--- src/rtl/bapt_pkg.sv ---
`default_nettype none

package bapt_pkg;

    // entry payload, operand, index, epoch tag and stored word widths
    localparam int DATA_W    = 64;
    localparam int OPERAND_W = 32;
    localparam int INDEX_W   = 10;
    localparam int EPOCH_W   = 8;
    localparam int WORD_W    = EPOCH_W + DATA_W;

    localparam int DEFAULT_ENTRIES = 1024;

    typedef enum logic [1:0] {
        FUNC_LOAD   = 2'd0,
        FUNC_ASSIGN = 2'd1,
        FUNC_ADD    = 2'd2,
        FUNC_READ   = 2'd3
    } t_func;

    // stored word: epoch tag on top, entry value below
    typedef struct packed {
        logic [EPOCH_W-1:0] tag;
        logic [DATA_W-1:0]  data;
    } t_word;

endpackage

`default_nettype wire

--- src/rtl/bapt_clear.sv ---
`default_nettype none

module bapt_clear #(
    parameter int ENTRIES = bapt_pkg::DEFAULT_ENTRIES,
    parameter int ADDR_W  = (ENTRIES > 1) ? $clog2(ENTRIES) : 1
) (
    input  wire logic              i_clk,
    input  wire logic              i_rst_n,
    input  wire logic              i_start,
    output logic                   o_busy,
    output logic [ADDR_W-1:0]      o_addr
);
    logic              r_busy;
    logic              n_busy;
    logic [ADDR_W-1:0] r_cnt;
    logic [ADDR_W-1:0] n_cnt;

    always_comb begin
        n_busy = r_busy;
        n_cnt  = r_cnt;
        if (r_busy) begin
            if (r_cnt == ADDR_W'(ENTRIES - 1)) begin
                n_busy = 1'b0;
                n_cnt  = '0;
            end else begin
                n_cnt = r_cnt + ADDR_W'(1);
            end
        end else if (i_start) begin
            n_busy = 1'b1;
            n_cnt  = '0;
        end
    end

    // sweep runs right after reset
    always_ff @(posedge i_clk) begin
        if (!i_rst_n) begin
            r_busy <= 1'b1;
            r_cnt  <= '0;
        end else begin
            r_busy <= n_busy;
            r_cnt  <= n_cnt;
        end
    end

    assign o_busy = r_busy;
    assign o_addr = r_cnt;

endmodule

`default_nettype wire

--- config.mk ---
export PLATFORM = sky130hd
export DESIGN_NAME = bapt_clear
export DESIGN_NICKNAME = d
export VERILOG_FILES = /design/src/rtl/bapt_pkg.sv /design/src/rtl/bapt_clear.sv
export SDC_FILE = /design/constraint.sdc
export NUM_CORES = 1
export LEC_CHECK = 0
export BUFFER_PORTS_ARGS = -buffer_cell sky130_fd_sc_hd__buf_2
export CORE_AREA = 5 5 42 44
export DETAILED_ROUTE_END_ITERATION = 10
export DIE_AREA = 0 0 47 49
export PLACE_DENSITY = 0.66
export SETUP_SLACK_MARGIN = 0.02
export SYNTH_ARGS = -nofsm -noshare
export SYNTH_HDL_FRONTEND = slang
export SYNTH_SLANG_ARGS = --single-unit
--- constraint.sdc ---
create_clock -name i_clk -period 2.4 [get_ports i_clk]
set_input_delay 0.12 -clock i_clk [delete_from_list [all_inputs] [get_ports i_clk]]
set_output_delay 0.12 -clock i_clk [all_outputs]
set_load 0.02 [all_outputs]
Word level (Yosys, flattened, before mapping)
Cells that the tools add are included.

Flip-flop bits (word level): 11. Input bits: 3. Output and inout port bits: 11. Logic and storage cells: 11.

Add/subtract/negate cells: 1. Equal/unequal tests: 1. Multiplexer cells: 6. Reductions and logical operators: 1.

Operators with widths (count): 10-bit two-way mux (3); 10-bit by 1-bit adder with 10-bit output (second input constant) (1); 10-bit == test (second input constant) (1); 1-bit two-way mux (3); 2-bit nonzero test (1).

Longest topological paths before layout
Depth in word-level cells: 3. Depth in mapped cells: 5. Gate-level depth less buffers: 5.

Worst setup path after synthesis
OpenSTA, ideal clock, no wires.

Path kind: register to register. Start: reg r_cnt[0] (netlist: o_addr[0]). End: reg r_cnt[1] (netlist: o_addr[1]). Setup time: 0.118 ns. Arrival: 1.360 ns. Required time: 2.282 ns. Path slack: 0.922 ns. Stages on the path, launching flop included: 6. Path buffers: 0. Clock period less this slack: 1.478 ns. Path through: dfxtp_1 > ha_1 > and3_2 > nand4_4 > a32oi_1 > nor2b_1.

Cells in the longest elaborated chain, start to end: 3. Elaborated cells between the ends (all ways): 4. Classes of those cells: add/sub (1); eq/ne (1); mux (2).

Ends and longest elaborated chain: from (decl) (line bapt_clear.sv:15) `logic [ADDR_W-1:0] r_cnt;`; from (signal assigned) (line bapt_clear.sv:41) `r_cnt <= n_cnt;`; 10-bit by 1-bit adder with 10-bit output / 10-bit == test (equally long branches) (line bapt_clear.sv:26, bapt_clear.sv:22); 10-bit two-way mux (*) (line bapt_clear.sv:22) `if (r_cnt == ADDR_W'(ENTRIES - 1)) begin`; 10-bit two-way mux (*) (line bapt_clear.sv:21) `if (r_busy) begin`.

Mark *: on every way between the ends. The rest lies on a longest branch, timed or not. A chain may end at the register's enable or synchronous reset.

Worst setup path after layout
Start: reg r_cnt[0] (netlist: o_addr[0]). End: reg r_cnt[5] (netlist: o_addr[5]).

Same word-level chain as after synthesis.

==> results.cfg <==
[status]
status = finished, final reports clean

[drt]
first_pass_iters = 4
num_vias = 529
drc = 0
wl_um = 1240
routed_via_density = 5.51
ant_nets = 0
drt-initial-drc-count = 15
wl_per_cell_um = 13.0

[power_and_ir_drop]
leakage_uw = 0.000296
pwr_density_cell_nw_per_um2 = 507
ir_drop_v = 0.000256
power_uw = 342

[cts]
ctsHoldBuffers = 0
cts_resized = 0
clk_latency_ps = 260
cts_setup_buffers = 0
ctsRootBufferMaster = clkbuf_4
cts_tree = built
clockBufferDepth = 2
cts-buffers-inserted = 3
h-tree-depth = 1
cts_num_sinks = 11
clk_pin_slew_ps = 70

[run]
max_cap_violations = 0

[critical_path]
cp_max_fo = 6
reg2reg_slack_ps = 960
slowest_stage = dfxtp_1
reg2reg_to = o_addr[5]
critPathMaxStageDelay_ps = 410
worstRegToRegCells = 5
reg2reg_from = o_addr[0]
path_class = reg2reg
crit_chain = ha_1 -> and3_2 -> nand4_4 -> o21ai_2 -> nor2_1
required_ps = 2560
cp-end-kind = flop
crit_arrival_ps = 1600
start_kind = flop

[worst_hold_path]
worstHoldStart = i_rst_n
whs_endpoint = o_busy
whs_path_depth = 2
min_path_type = in2reg

[global_routing]
grt_pass1_vias = 490
antenna_found_initial = 0
grt_use_total_pct = 11.6
grt_pass1_wl_um = 2010
grt_max_degree = 14
overflow = 0

[synthesis]
ys_seq_area_share_pct = 38.5
yosys.area.top_type = dfxtp_1
synth_edf_count = 0
synth_fa_ha_area_share_pct = 2.19
synth_top_family_by_area = simple AND/OR/NAND/NOR gates
synth_compound_area_share_pct = 20.1
yosys_warnings = 0
async_flop_share_pct = 0
synth-main-ff-cell = dfxtp_1
postSynthAreaPerCell_um2 = 8.93
synth_top_cell_area_share_pct = 38.5
synth.area.mux_share_pct = 1.75
syn_area_um2 = 572
netlist_top_cells_area = dfxtp_1 (39%), a21boi_0 (5.3%), nand2_1 (3.9%), nor2_1 (3.9%), nand4_4 (3.7%)
syn_nets = 68
synth_seq_cells = 11
synth-simple-area-share_pct = 30.9
syn_inst = 64
synth_xor_area_share_pct = 4.60
synth.distinct_cells = 31

[place]
gp_congestion = 0.770
placed_area_um2 = 649
port_buffers = 13
place_inst = 92
hpwl_um = 916

[floorplan]
row_count = 14
die_height_um = 49
pin_count = 14
dieArea_um2 = 2300
core_area_um2 = 1400
die-width_um = 47
initial_utilization_pct = 40.8

[sta]
slew_violations = 0
finalCriticalPeriod_ps = 1440
finalSetupTns_ps = 0
maxSlewHeadroom_pct = 72.9
clock_skew_ps = 1.95
hold_viol = 0
tightest_slew_ps = 406
finalCritPeriodShare_pct = 60.1
rsz0062_at_grt = false
setup_viol = 0
clock.fmax_ghz = 0.693

[final_layout]
stdcell_count = 96
fillerInstances = 146
diodes = 0
layout.nets = 85
final_cell_area_um2 = 676
drive_above_1_share_pct = 28.7
multi_input_area_um2 = 340
syn2layout_area_growth_pct = 18.2
seq_area_um2 = 220
==> per-layer routing <==
layer  global-route usage (%)  share of wire (%)  wire length (um)  up-vias
met5                        0                  0                 0        -
met2                     16.5                 47               587       14
met1                     15.2                 46               571      242
li1                         -                  -                 -      271
met3                     2.58                5.9                73        2
met4                     6.91               0.80                10        0
==> logic make-up after synthesis <==
| logic type | after synthesis |
|---|---|
| DFF | 11 |
| muxes | 1 |
| AOI/OAI and AO/OA | 17 |
| xor gates and xnor gates | 3 |
| buffers and inverters | 2 |
| adders and majority gates | 1 |
| and+or+nand+nor | 29 |
==> cell usage in the layout, fill, tap and decap left out, types with 2 or more instances in the layout <==
cell      synthesis  final
buf_2             0     13
dfxtp_1          11     11
nand2_1           6      6
nor2_1            6      6
o21ai_0           4      4
a21boi_0          4      4
nand3_1           3      3
clkbuf_4          0      3
a21oi_1           2      2
a31oi_1           2      2
nand4_1           2      2
nand3b_1          2      2
xnor2_1           2      2
==> final cells by class <==
| type | instances | share of cell area, % |
|---|---|---|
| repair buffers | 13 | 9.63 |
| well taps | 16 | 2.96 |
| inverters | 1 | 0.556 |
| clock buffers | 4 | 3.89 |
| flip-flops and latches | 11 | 32.6 |
| multi-input cells | 51 | 50.4 |
==> registers in the layout, indices dropped and copies added (netlist names) <==
name and count:
o_addr 10, o_busy 1
==> through the flow <==
step / utilization (%) / hold WS, ps / worst slack [ps]
after global routing: 48.2 / 149 / 852
after detailed placement: 46.3 / 384 / 962
after floorplan: - / 196 / 922
after CTS: 48.2 / 119 / 953
after global placement: 46.3 / 388 / 1020
final: 48.2 / 123 / 957
==> power by group <==
| group | switching [uW] | total [uW] | internal, uW |
|---|---|---|---|
| logic | 14.7 | 25.6 | 10.9 |
| registers | 5.37 | 192 | 187 |
| clock network | 60.6 | 125 | 64.2 |
==> cell usage after synthesis (2+ instances only) <==
cell type,count
xnor2_1,2
nand3_1,3
a21oi_1,2
a31oi_1,2
nand3b_1,2
nand4_1,2
a21boi_0,4
nor2_1,6
o21ai_0,4
nand2_1,6
dfxtp_1,11
==> critical path, delay by kind of cell, from the launching register on <==
kind                       cells  cell delay (ps)
and+or+nand+nor                3              480
DFF                            1              410
adders and majority gates      1              230
AOI/OAI and AO/OA              1              210
==> how the worst max path moves through the flow <==
stage	from	to	slack, ps	cells past startpoint
2_1_floorplan	o_addr[0]	o_addr[1]	920	5
3_3_place_gp	o_addr[0]	o_addr[5]	1020	5
3_5_place_dp	o_addr[0]	o_addr[5]	960	5
4_1_cts	o_addr[0]	o_addr[5]	950	5
5_1_grt	o_addr[0]	o_addr[5]	850	5
6_report	o_addr[0]	o_addr[5]	960	5
No activity file was read; power rests on OpenSTA's default activity.
